$ cat src/rtl/swsed_pkg.sv
// Package for the split window step edge detector.
// Holds window geometry, field widths and the controller/datapath types.
// No dependencies.
`timescale 1ns / 1ps

package swsed_pkg;

    localparam int WINDOW_LEN = 16;
    localparam int SPLIT_POS  = 8;

    // clamp split so that both parts hold at least one sample
    localparam int OLD_LEN = (SPLIT_POS < 1) ? 1 :
                             ((SPLIT_POS >= WINDOW_LEN) ? WINDOW_LEN - 1 : SPLIT_POS);
    localparam int NEW_LEN = WINDOW_LEN - OLD_LEN;

    localparam int SAMPLE_W = 24;
    localparam int THRESH_W = 24;
    localparam int VEL_W    = 25;
    localparam int IDX_W    = $clog2(WINDOW_LEN);
    localparam int CNT_W    = $clog2(WINDOW_LEN + 1);
    localparam int SUM_W    = SAMPLE_W + $clog2(WINDOW_LEN);

    localparam logic [THRESH_W-1:0] THRESH_RESET = THRESH_W'(100);

    typedef enum logic [2:0] {
        ST_IDLE,
        ST_SCAN,
        ST_MEAN,
        ST_VEL,
        ST_RESULT
    } t_state;

    typedef struct packed {
        logic write;
        logic scan;
        logic calc_mean;
        logic calc_vel;
        logic load_out;
    } t_ctrl_cmd;

    typedef struct packed {
        logic fill_now;
        logic scan_done;
        logic out_free;
    } t_dp_status;

endpackage

$ cat src/rtl/swsed_if.sv
// Valid/ready channel interfaces for sample words and result words.
// Depends on swsed_pkg for field widths.
`timescale 1ns / 1ps

interface swsed_in_if;
    logic                                      valid;
    logic                                      ready;
    logic signed [swsed_pkg::SAMPLE_W-1:0]     sample;

    modport source (output valid, output sample, input ready);
    modport sink   (input valid, input sample, output ready);
endinterface

interface swsed_out_if;
    logic                                      valid;
    logic                                      ready;
    logic                                      window_ready;
    logic                                      edge_found;
    logic signed [swsed_pkg::VEL_W-1:0]        velocity;
    logic signed [swsed_pkg::SAMPLE_W-1:0]     split_sample;

    modport source (output valid, output window_ready, output edge_found,
                    output velocity, output split_sample, input ready);
    modport sink   (input valid, input window_ready, input edge_found,
                    input velocity, input split_sample, output ready);
endinterface

$ cat src/rtl/swsed_ctrl.sv
// Sequencer: accept, scan, mean, velocity, result; no scan while filling.
// Depends on swsed_pkg; drives commands into swsed_dp.
`timescale 1ns / 1ps

module swsed_ctrl (
    input  logic                  i_clk,
    input  logic                  i_rst_n,
    input  logic                  i_in_valid,
    output logic                  o_in_ready,
    input  swsed_pkg::t_dp_status i_status,
    output swsed_pkg::t_ctrl_cmd  o_cmd
);
    import swsed_pkg::*;

    t_state r_state;
    t_state n_state;

    always_ff @(posedge i_clk) begin
        if (!i_rst_n) begin
            r_state <= ST_IDLE;
        end else begin
            r_state <= n_state;
        end
    end

    always_comb begin
        n_state = r_state;
        unique case (r_state)
            ST_IDLE: begin
                if (i_in_valid) begin
                    n_state = i_status.fill_now ? ST_SCAN : ST_RESULT;
                end
            end
            ST_SCAN: begin
                if (i_status.scan_done) begin
                    n_state = ST_MEAN;
                end
            end
            ST_MEAN:   n_state = ST_VEL;
            ST_VEL:    n_state = ST_RESULT;
            ST_RESULT: begin
                if (i_status.out_free) begin
                    n_state = ST_IDLE;
                end
            end
            default:   n_state = ST_IDLE;
        endcase
    end

    always_comb begin
        o_in_ready = 1'b0;
        o_cmd      = '0;
        unique case (r_state)
            ST_IDLE: begin
                o_in_ready  = 1'b1;
                o_cmd.write = i_in_valid;
            end
            ST_SCAN:   o_cmd.scan      = 1'b1;
            ST_MEAN:   o_cmd.calc_mean = 1'b1;
            ST_VEL:    o_cmd.calc_vel  = 1'b1;
            ST_RESULT: o_cmd.load_out  = i_status.out_free;
            default: begin
                o_in_ready = 1'b0;
            end
        endcase
    end

endmodule

$ cat src/rtl/swsed_dp.sv
// Datapath: sample ring memory, scan accumulators, means, velocity, edge test,
// threshold register and output word register. Depends on swsed_pkg.
`timescale 1ns / 1ps

module swsed_dp (
    input  logic                                  i_clk,
    input  logic                                  i_rst_n,
    input  logic                                  i_cfg_wr_en,
    input  logic [swsed_pkg::THRESH_W-1:0]        i_cfg_wr_data,
    input  logic signed [swsed_pkg::SAMPLE_W-1:0] i_sample,
    input  swsed_pkg::t_ctrl_cmd                  i_cmd,
    output swsed_pkg::t_dp_status                 o_status,
    input  logic                                  i_out_ready,
    output logic                                  o_out_valid,
    output logic                                  o_window_ready,
    output logic                                  o_edge_found,
    output logic signed [swsed_pkg::VEL_W-1:0]    o_velocity,
    output logic signed [swsed_pkg::SAMPLE_W-1:0] o_split_sample
);
    import swsed_pkg::*;

    logic signed [SAMPLE_W-1:0] r_mem [WINDOW_LEN];

    logic [THRESH_W-1:0]        r_edge_threshold;
    logic [IDX_W-1:0]           r_wr_pos;
    logic [IDX_W-1:0]           n_wr_pos;
    logic                       r_full;
    logic [IDX_W-1:0]           r_rd_ptr;
    logic [CNT_W-1:0]           r_issue_cnt;
    logic                       r_rd_vld;
    logic [IDX_W-1:0]           r_rd_idx;
    logic signed [SAMPLE_W-1:0] r_rd_data;
    logic                       issue;
    logic                       wr_wrap;

    logic signed [SUM_W-1:0]    r_sum_old;
    logic signed [SUM_W-1:0]    r_sum_new;
    logic signed [SAMPLE_W-1:0] r_old_min;
    logic signed [SAMPLE_W-1:0] r_old_max;
    logic signed [SAMPLE_W-1:0] r_new_min;
    logic signed [SAMPLE_W-1:0] r_new_max;
    logic signed [SAMPLE_W-1:0] r_split;
    logic signed [SUM_W-1:0]    rd_ext;

    logic signed [SAMPLE_W-1:0] r_mean_old;
    logic signed [SAMPLE_W-1:0] r_mean_new;
    logic signed [VEL_W-1:0]    diff;
    logic [VEL_W-1:0]           mag;
    logic                       apart;
    logic signed [VEL_W-1:0]    r_vel;
    logic                       r_edge;

    logic                       r_out_valid;
    logic                       r_out_window_ready;
    logic                       r_out_edge;
    logic signed [VEL_W-1:0]    r_out_vel;
    logic signed [SAMPLE_W-1:0] r_out_split;

    assign wr_wrap  = (r_wr_pos == IDX_W'(WINDOW_LEN - 1));
    assign n_wr_pos = wr_wrap ? '0 : r_wr_pos + 1'b1;
    assign issue    = i_cmd.scan && (r_issue_cnt != CNT_W'(WINDOW_LEN));

    assign o_status.fill_now  = r_full || wr_wrap;
    assign o_status.scan_done = r_rd_vld && (r_rd_idx == IDX_W'(WINDOW_LEN - 1));
    assign o_status.out_free  = !r_out_valid || i_out_ready;

    // threshold register
    always_ff @(posedge i_clk) begin
        if (!i_rst_n) begin
            r_edge_threshold <= THRESH_RESET;
        end else if (i_cfg_wr_en) begin
            r_edge_threshold <= i_cfg_wr_data;
        end
    end

    // ring memory: write on accept, registered read during scan
    always_ff @(posedge i_clk) begin
        if (i_cmd.write) begin
            r_mem[r_wr_pos] <= i_sample;
        end
        r_rd_data <= r_mem[r_rd_ptr];
    end

    // write position, fill flag and scan address sequencing
    always_ff @(posedge i_clk) begin
        if (!i_rst_n) begin
            r_wr_pos    <= '0;
            r_full      <= 1'b0;
            r_rd_ptr    <= '0;
            r_issue_cnt <= '0;
            r_rd_vld    <= 1'b0;
            r_rd_idx    <= '0;
        end else begin
            r_rd_vld <= issue;
            if (i_cmd.write) begin
                r_wr_pos    <= n_wr_pos;
                r_rd_ptr    <= n_wr_pos;  // oldest entry after this write
                r_issue_cnt <= '0;
                if (wr_wrap) begin
                    r_full <= 1'b1;
                end
            end else if (issue) begin
                r_rd_ptr    <= (r_rd_ptr == IDX_W'(WINDOW_LEN - 1)) ? '0 : r_rd_ptr + 1'b1;
                r_issue_cnt <= r_issue_cnt + 1'b1;
                r_rd_idx    <= r_issue_cnt[IDX_W-1:0];
            end
        end
    end

    assign rd_ext = SUM_W'(r_rd_data);

    // per-part sum, min and max over the scan
    always_ff @(posedge i_clk) begin
        if (r_rd_vld) begin
            if (r_rd_idx == '0) begin
                r_sum_old <= rd_ext;
                r_old_min <= r_rd_data;
                r_old_max <= r_rd_data;
            end else if (r_rd_idx < IDX_W'(OLD_LEN)) begin
                r_sum_old <= r_sum_old + rd_ext;
                if (r_rd_data < r_old_min) r_old_min <= r_rd_data;
                if (r_rd_data > r_old_max) r_old_max <= r_rd_data;
            end else if (r_rd_idx == IDX_W'(OLD_LEN)) begin
                r_sum_new <= rd_ext;
                r_new_min <= r_rd_data;
                r_new_max <= r_rd_data;
                r_split   <= r_rd_data;
            end else begin
                r_sum_new <= r_sum_new + rd_ext;
                if (r_rd_data < r_new_min) r_new_min <= r_rd_data;
                if (r_rd_data > r_new_max) r_new_max <= r_rd_data;
            end
        end
    end

    // part means, truncated toward zero
    always_ff @(posedge i_clk) begin
        if (i_cmd.calc_mean) begin
            r_mean_old <= SAMPLE_W'(r_sum_old / OLD_LEN);
            r_mean_new <= SAMPLE_W'(r_sum_new / NEW_LEN);
        end
    end

    assign diff  = VEL_W'(r_mean_new) - VEL_W'(r_mean_old);
    assign mag   = diff[VEL_W-1] ? VEL_W'(-diff) : VEL_W'(diff);
    assign apart = (r_old_max < r_new_min) || (r_new_max < r_old_min);

    always_ff @(posedge i_clk) begin
        if (i_cmd.calc_vel) begin
            r_vel  <= VEL_W'(diff / NEW_LEN);
            r_edge <= (VEL_W'(r_edge_threshold) <= mag) && apart;
        end
    end

    // output word register
    always_ff @(posedge i_clk) begin
        if (!i_rst_n) begin
            r_out_valid <= 1'b0;
        end else if (i_cmd.load_out) begin
            r_out_valid <= 1'b1;
        end else if (i_out_ready) begin
            r_out_valid <= 1'b0;
        end
    end

    always_ff @(posedge i_clk) begin
        if (i_cmd.load_out) begin
            r_out_window_ready <= r_full;
            r_out_edge         <= r_full && r_edge;
            r_out_vel          <= r_full ? r_vel : '0;
            r_out_split        <= r_full ? r_split : '0;
        end
    end

    assign o_out_valid    = r_out_valid;
    assign o_window_ready = r_out_window_ready;
    assign o_edge_found   = r_out_edge;
    assign o_velocity     = r_out_vel;
    assign o_split_sample = r_out_split;

endmodule

$ cat src/rtl/split_window_step_edge_detector_core.sv
// Split window step edge detector top: controller and datapath on the sample
// and result channels. Depends on swsed_pkg, swsed_if, swsed_ctrl, swsed_dp.
// Per accepted sample: scan of the window at one read per cycle, mean,
// velocity, result load (straight to result load while the window fills).
// Result load waits for a free output register, then a new sample is taken.
// Reset: sync active low; clears position, fill flag, out valid; threshold 100.
`timescale 1ns / 1ps

module split_window_step_edge_detector_core (
    input  logic                            i_clk,
    input  logic                            i_rst_n,
    input  logic                            i_cfg_wr_en,
    input  logic [swsed_pkg::THRESH_W-1:0]  i_cfg_wr_data,
    swsed_in_if.sink                        i_in,
    swsed_out_if.source                     o_out
);
    import swsed_pkg::*;

    t_ctrl_cmd  cmd;
    t_dp_status status;
    logic       in_ready;

    assign i_in.ready = in_ready;

    swsed_ctrl u_ctrl (
        .i_clk      (i_clk),
        .i_rst_n    (i_rst_n),
        .i_in_valid (i_in.valid),
        .o_in_ready (in_ready),
        .i_status   (status),
        .o_cmd      (cmd)
    );

    swsed_dp u_dp (
        .i_clk          (i_clk),
        .i_rst_n        (i_rst_n),
        .i_cfg_wr_en    (i_cfg_wr_en),
        .i_cfg_wr_data  (i_cfg_wr_data),
        .i_sample       (i_in.sample),
        .i_cmd          (cmd),
        .o_status       (status),
        .i_out_ready    (o_out.ready),
        .o_out_valid    (o_out.valid),
        .o_window_ready (o_out.window_ready),
        .o_edge_found   (o_out.edge_found),
        .o_velocity     (o_out.velocity),
        .o_split_sample (o_out.split_sample)
    );

endmodule
$ cat src/flat_wrapper.sv
// flat-port wrapper written by rule: the top's interface ports become plain ports
module split_window_step_edge_detector_core_flat import swsed_pkg::*;
  (i_clk, i_rst_n, i_cfg_wr_en, i_cfg_wr_data, i_in_valid, i_in_sample, i_in_ready, o_out_valid, o_out_window_ready, o_out_edge_found, o_out_velocity, o_out_split_sample, o_out_ready);
  swsed_in_if i_in_i ();
  swsed_out_if o_out_i ();
  input  logic i_clk;
  input  logic i_rst_n;
  input  logic i_cfg_wr_en;
  input  logic [swsed_pkg::THRESH_W-1:0] i_cfg_wr_data;
  input wire logic [$bits(i_in_i.valid)-1:0] i_in_valid;
  input wire logic [$bits(i_in_i.sample)-1:0] i_in_sample;
  output wire logic [$bits(i_in_i.ready)-1:0] i_in_ready;
  output wire logic [$bits(o_out_i.valid)-1:0] o_out_valid;
  output wire logic [$bits(o_out_i.window_ready)-1:0] o_out_window_ready;
  output wire logic [$bits(o_out_i.edge_found)-1:0] o_out_edge_found;
  output wire logic [$bits(o_out_i.velocity)-1:0] o_out_velocity;
  output wire logic [$bits(o_out_i.split_sample)-1:0] o_out_split_sample;
  input wire logic [$bits(o_out_i.ready)-1:0] o_out_ready;
  assign i_in_i.valid = i_in_valid;
  assign i_in_i.sample = i_in_sample;
  assign i_in_ready = i_in_i.ready;
  assign o_out_valid = o_out_i.valid;
  assign o_out_window_ready = o_out_i.window_ready;
  assign o_out_edge_found = o_out_i.edge_found;
  assign o_out_velocity = o_out_i.velocity;
  assign o_out_split_sample = o_out_i.split_sample;
  assign o_out_i.ready = o_out_ready;
  split_window_step_edge_detector_core u_core (.i_clk(i_clk), .i_rst_n(i_rst_n), .i_cfg_wr_en(i_cfg_wr_en), .i_cfg_wr_data(i_cfg_wr_data), .i_in(i_in_i), .o_out(o_out_i));
endmodule
$ cat config.mk
export PLATFORM = sky130hd
export DESIGN_NAME = split_window_step_edge_detector_core_flat
export DESIGN_NICKNAME = d
export VERILOG_FILES = /design/src/rtl/swsed_pkg.sv /design/src/rtl/swsed_if.sv /design/src/rtl/swsed_ctrl.sv /design/src/rtl/swsed_dp.sv /design/src/rtl/split_window_step_edge_detector_core.sv /design/src/flat_wrapper.sv
export SDC_FILE = /design/constraint.sdc
export NUM_CORES = 1
export LEC_CHECK = 0
export ABC_AREA = 1
export BUFFER_PORTS_ARGS = -buffer_cell sky130_fd_sc_hd__clkbuf_2
export CELL_PAD_IN_SITES_DETAIL_PLACEMENT = 1
export CELL_PAD_IN_SITES_GLOBAL_PLACEMENT = 1
export CORE_MARGIN = 2
export CORE_UTILIZATION = 56
export CTS_BUF_LIST = sky130_fd_sc_hd__clkbuf_4 sky130_fd_sc_hd__clkbuf_8
export DETAILED_ROUTE_END_ITERATION = 12
export PLACE_DENSITY_LB_ADDON = 0.25
export SETUP_SLACK_MARGIN = 0.2
export SLEW_MARGIN = 30
export SYNTH_ARGS = -nofsm -noshare
export SYNTH_HDL_FRONTEND = slang
export SYNTH_SLANG_ARGS = --single-unit
$ cat constraint.sdc
create_clock -name i_clk -period 11.99 [get_ports i_clk]
set_input_delay 1.199 -clock i_clk [delete_from_list [all_inputs] [get_ports i_clk]]
set_output_delay 1.199 -clock i_clk [all_outputs]
set_load 0.1 [all_outputs]
======== Word-level counts from Yosys, hierarchy flattened ========
Memories as Yosys holds them, arrays and structs flattened. A register that Yosys moved wholly into a read port is not among the register bits.
Cells that the tools add are included.
word-level totals
  flip-flop bits (word level) ............. 348
  memory bits (writable) .................. 384
  input bits .............................. 53
  output and inout port bits .............. 53
  word-level logic and storage cells ...... 126
  memories kept ........................... 1
operators by class
  add/subtract/negate cells ............... 10
  order comparisons ....................... 8
  equal/unequal tests ..................... 12
  multiplexer cells ....................... 33
  bitwise logic cells ..................... 7
  reductions and logical operators ........ 31
memory list
  name               depth  bits a word  read ports  clocked after memory_dff  write ports  line            text
  u_core.u_dp.r_mem  16     24           1           1                         1            swsed_dp.sv:22  logic signed [SAMPLE_W-1:0] r_mem [WINDOW_LEN];
operator list
  cell                   number
  $mux W24               10
  $lt A24 B24 Y1         4
  $mux W28               3
  $add A28 B24 Y28       2
  $add A24 B1 Y24        2
  $gt A24 B24 Y1         2
  $add A25 B1 Y25        1
  $le A24 B25 Y1         1
  $mux W25               1
  $neg A25 Y25           1
  $sub A24 B24 Y25       1
  $eq A4 B4 Y1 const B   4
  $mux W4                4
  $pmux W3 S5            1
  $reduce_bool A2 Y1     7
  $mux W3                4
  $reduce_and A3 Y1      4
  $reduce_and A4 Y1      3
  $mux W1                10
  $reduce_or A3 Y1       3
  $add A4 B1 Y4 const B  2
  $eq A3 B2 Y1 const B   2
  $reduce_and A2 Y1      3
  $add A5 B1 Y5 const B  1
  14 further kinds       25

======== Logic depth before layout (Yosys ltp) ========
  word-level depth ........................ 5
  depth in mapped cells ................... 34
  gate-level depth less buffers ........... 33

======== Modules after synthesis ========
Synthesis repeated with hierarchy kept, for this count alone.
unflattened totals
  cells, all modules ...................... 3709
  area total of the unflattened synthesis .. 38411.8 µm²
by module, submodules not included
  module      times used  cells each  area an instance (µm²)  sequential area each (µm²)
  swsed_dp    1           3670        38157.8                 21931.0
  swsed_ctrl  1           39          254.0                   60.1

======== Worst setup path before layout ========
Ideal clock, no wire load.
  path kind ............................... input port to flip-flop
  start point ............................. in o_out_ready
  end point ............................... reg u_core.u_dp.r_out_edge, in the netlist u_core.u_dp.o_edge_found, enable pin
  setup time .............................. 586 ps
  data arrival time ....................... 6094 ps
  data required time ...................... 11404 ps
  setup slack ............................. 5309 ps
  stages .................................. 2
  buffers on the path ..................... 0
  cell sequence ........................... nor2_1 > nor4_1
RTL lines
  what                  line                text
  from (decl)           flat_wrapper.sv:18  input wire logic [$bits(o_out_i.ready)-1:0] o_out_ready;
  to (signal assigned)  swsed_dp.sv:169     r_out_edge <= r_full && r_edge;
  to (decl)             swsed_dp.sv:55      logic r_out_edge;

======== Worst setup path in the final report ========
  start point ............................. reg u_core.u_dp.r_mean_old[0]
  end point ............................... reg u_core.u_dp.r_vel[14], data pin
between the ends
  cells in the longest elaborated chain, start to end .. 4
RTL lines
  what                                  line             text
  from (decl)                           swsed_dp.sv:45   logic signed [SAMPLE_W-1:0] r_mean_old;
  from (signal assigned)                swsed_dp.sv:139  r_mean_old <= SAMPLE_W'(r_sum_old / OLD_LEN);
  $sub A24 B24 Y25 (*)                  swsed_dp.sv:144  assign diff = VEL_W'(r_mean_new) - VEL_W'(r_mean_old);
  $reduce_or A3 Y1 (no source line)     -
  $and A1 B1 Y1 (no source line)        -
  $add A25 B1 Y25 (no source line) (*)  -
  to (signal assigned)                  swsed_dp.sv:150  r_vel <= VEL_W'(diff / NEW_LEN);
  to (decl)                             swsed_dp.sv:50   logic signed [VEL_W-1:0] r_vel;
Every way passes the cells marked *; elsewhere a longest branch is shown, timed or not.
A chain may end at the register's enable or synchronous reset.

==> results.sh <==
export IMPL_timing_final_max_slew_violations=0
export IMPL_tritoncts="yes"
export IMPL_initial_antenna_violation_count=6
export IMPL_clock_sinks=756
export IMPL_timing_final_setup_violations=0
export IMPL_cts_path_max_buffers=3
export IMPL_worst_hold_path_type="flop to flop"
export IMPL_dieWidth_microns=265.9
export IMPL_finalHoldViolations=0
export IMPL_worstPathArrival_ns=5.18
export IMPL_floorplan_rows=96
export IMPL_first_global_vias=31310
export IMPL_min_period_over_period_pct=38.59
export IMPL_max_clock_freq_ghz=0.2161
export IMPL_worst_skew_ns=0.07852
export IMPL_cts_inserted_buffers=120
export IMPL_post_layout_nonfiller_instances=4932
export IMPL_detailedRoute_firstPassIterationCount=7
export IMPL_final_common_cell="edfxtp_1"
export IMPL_die_h_microns=265.9
export IMPL_boundaryPins=106
export IMPL_synthToLayoutAreaGrowth_pct=11.91
export IMPL_grt_pass1_wl_mm=178.6
export IMPL_core_area_sq_mm=0.06823
export IMPL_cap_violations=0
export IMPL_vdd_drop_max_uv=138.6
export IMPL_path_class="flop to flop"
export IMPL_final_nets=4259
export IMPL_ys_ff_latch=756
export IMPL_ant_nets=0
export IMPL_cts_clk_slew_worst_paths_ns=0.06
export IMPL_syn_area_per_cell_sq_um=10.20
export IMPL_insertion_delay_of_the_later_clocked_pin_in_the_worst_skew_pair_ns=0.83
export IMPL_port_buffer_count=105
export IMPL_critPathRequiredTime_ns=12.54
export IMPL_grt_max_degree=88
export IMPL_gr_usage_all_layers_pct=33.09
export IMPL_regToRegSetupSlack_ns=7.36
export IMPL_drive_gt1_share_pct=11.57
export IMPL_mappedNetlistArea_sq_mm=0.03840
export IMPL_grt_overflow=0
export IMPL_p_leak_uw=0.01756
export IMPL_rsz_0062_raised_after_global_routing="false"
export IMPL_drt_drc_violations_left=0
export IMPL_synth_yosys_seq_area_share_pct=57.27
export IMPL_power_density_cell_area_mw_per_mm2=229.2
export IMPL_path_max_fanout=21
export IMPL_critPathCaptureType="flop"
export IMPL_ctsRootBufferMaster="clkbuf_8"
export IMPL_syn_inst=3763
export IMPL_worst_slew_pin_slew_ns=1.024
export IMPL_post_synthesis_net_count=4076
export IMPL_worstSetupStartpointType="flop"
export IMPL_hpwlAfterDp_mm=77.88
export IMPL_avgViaCountPerCell=6.022
export IMPL_commonest_non_fill_non_tap_cells_in_the_layout="edfxtp_1 (685), nand2_1 (669), inv_1 (434)"
export IMPL_post_cts_resized=0
export IMPL_cts_htree_levels=3
export IMPL_drt_first_iter_violations=2679
export IMPL_gpl_final_weighted_congestion=0.9238
export IMPL_number_of_hold_repair_buffers_added_at_the_cts_stage=0
export IMPL_synthesis_yosys_warnings=0
export IMPL_cts_setup_buffers=0
export IMPL_dr_total_vias=29700
export IMPL_final_period_minus_worst_setup_slack_ns=4.627
export IMPL_placedCellCount=4704
export IMPL_tns_ns=0
export IMPL_slew_limit_headroom_pct=31.55
export IMPL_run_status="finished clean"
export IMPL_synth_cell_type_count=54
export IMPL_postRouteWirelength_mm=120.4
export IMPL_dieArea_sq_mm=0.07068
export IMPL_avgRoutedWirePerCell_microns=24.40
export IMPL_initial_core_utilization_pct=56.28
-- final timing paths --
path / start / to / cells past startpoint
min: u_core.u_dp.r_split[22] / u_core.u_dp.o_split_sample[22] / 2
min reg2reg: u_core.u_dp.r_split[22] / u_core.u_dp.o_split_sample[22] / 2
max reg2reg: u_core.u_dp.r_mean_old[0] / u_core.u_dp.r_vel[14] / 21
max: u_core.u_dp.r_mean_old[0] / u_core.u_dp.r_vel[14] / 21
-- per-layer routing --
layer / vias up / track usage (%) / share of wire (%)
met4: 4 / 18.55 / 5.1
met5: - / 0 / 0.022
met2: 1222 / 55.56 / 49
met3: 369 / 5.527 / 6.6
li1: 13480 / - / -
met1: 14630 / 40.75 / 39
-- kinds of logic after synthesis --
group	after synthesis	synth area share, %
buf+inv	545	5.386
xor+xnor	108	2.532
mux	40	1.043
simple gates	1460	16.09
flops	756	57.27
fa+ha+maj	260	8.530
compound gates	594	9.153
-- registers in the layout, indices dropped and copies added (netlist names), 4 cells and up --
name                          count
u_core.u_dp.r_mem               384
u_core.u_dp.r_rd_ptr              4
u_core.u_dp.r_mean_new           24
u_core.u_dp.r_rd_data            24
u_core.u_dp.r_wr_pos              4
u_core.u_dp.r_new_max            24
u_core.u_dp.r_edge_threshold     24
u_core.u_dp.r_sum_new            28
u_core.u_dp.r_old_max            24
u_core.u_dp.r_old_min            24
u_core.u_dp.r_sum_old            28
u_core.u_dp.r_issue_cnt           5
u_core.u_dp.o_split_sample       24
u_core.u_dp.o_velocity           25
u_core.u_dp.r_rd_idx              4
u_core.u_dp.r_mean_old           24
u_core.u_dp.r_new_min            24
u_core.u_dp.r_split              24
u_core.u_dp.r_vel                25
-- worst max-delay path: stages (launching register included) --
cell and delay [ns]:
edfxtp_1 0.38, ha_1 0.25, fa_1 0.37, inv_1 0.14, nand3_1 0.10, nand2_2 0.17, nand2_1 0.09, nand2_2 0.09
nand2_1 0.11, nand2_1 0.12, nand2_1 0.08, nand2_1 0.06, nand2_1 0.06, nand2_2 0.37, inv_1 0.37, nor2_1 0.18
ha_1 0.33, ha_1 0.34, nand3_1 0.24, nor3_1 0.30, nand2_1 0.12, xor2_1 0.15
-- report_power, final --
part | switching [uW] | internal, uW
sequential | 249 | 3290
clock | 1130 | 1230
combinational | 2830 | 1120
total | 4210 | 5640
-- area by class of cell --
cell class | instances | area, sq um
repair buffers | 158 | 1147
well taps | 882 | 1104
diodes | 4 | 10.01
flip-flops and latches | 756 | 22000
fillers | 7391 | 25250
inverters | 448 | 1685
clock inverters | 48 | 446.7
clock buffers | 174 | 2101
multi-input cells | 2462 | 14480
-- synth_stat cells, drive strengths merged --
master | instances | area (sq um)
nand2 | 688 | 2643
edfxtp | 685 | 20570
nor2 | 450 | 1729
inv | 444 | 1667
ha | 257 | 3216
o21ai | 241 | 1210
a21oi | 188 | 940.9
nand3 | 180 | 915.9
clkbuf | 83 | 311.6
xor2 | 79 | 710.7
dfxtp | 71 | 1421
nand4 | 56 | 350.3
o32ai | 56 | 490.5
nor3 | 43 | 240.2
o221ai | 43 | 376.6
mux2i | 40 | 400.4
xnor2 | 29 | 261.5
o211ai | 21 | 157.7
or2 | 19 | 118.9
buf | 14 | 75.07
o21bai | 10 | 75.07
nor4 | 8 | 56.30
a211oi | 7 | 52.55
a21o | 7 | 52.55
a31oi | 6 | 37.54
nand3b | 5 | 37.54
o21a | 5 | 37.54
and2 | 4 | 25.02
clkinv | 4 | 15.01
fa | 3 | 60.06
nor3b | 3 | 32.53
a41oi | 2 | 17.52
o2111ai | 2 | 17.52
o22ai | 2 | 12.51
o31a | 2 | 17.52
a2111o | 1 | 11.26
a22oi | 1 | 7.510
and3 | 1 | 6.260
nor4b | 1 | 8.760
or3 | 1 | 6.260
or4 | 1 | 7.510
-- per-stage QoR --
step,power [uW],util (%),worst slack (ns),hold WS (ns),instance area (sq um)
6_report,9849,62.99,7.363,0.4499,42970
5_1_grt,10330,62.98,6.920,0.5080,42970
4_1_cts,9744,62.88,7.347,0.4543,42900
3_5_place_dp,7369,59.15,7.369,0.4822,40350
3_3_place_gp,7145,58.78,7.518,0.4594,40100
2_1_floorplan,6110,-,5.309,0.4064,38400
(Power assumes the default switching activity.)
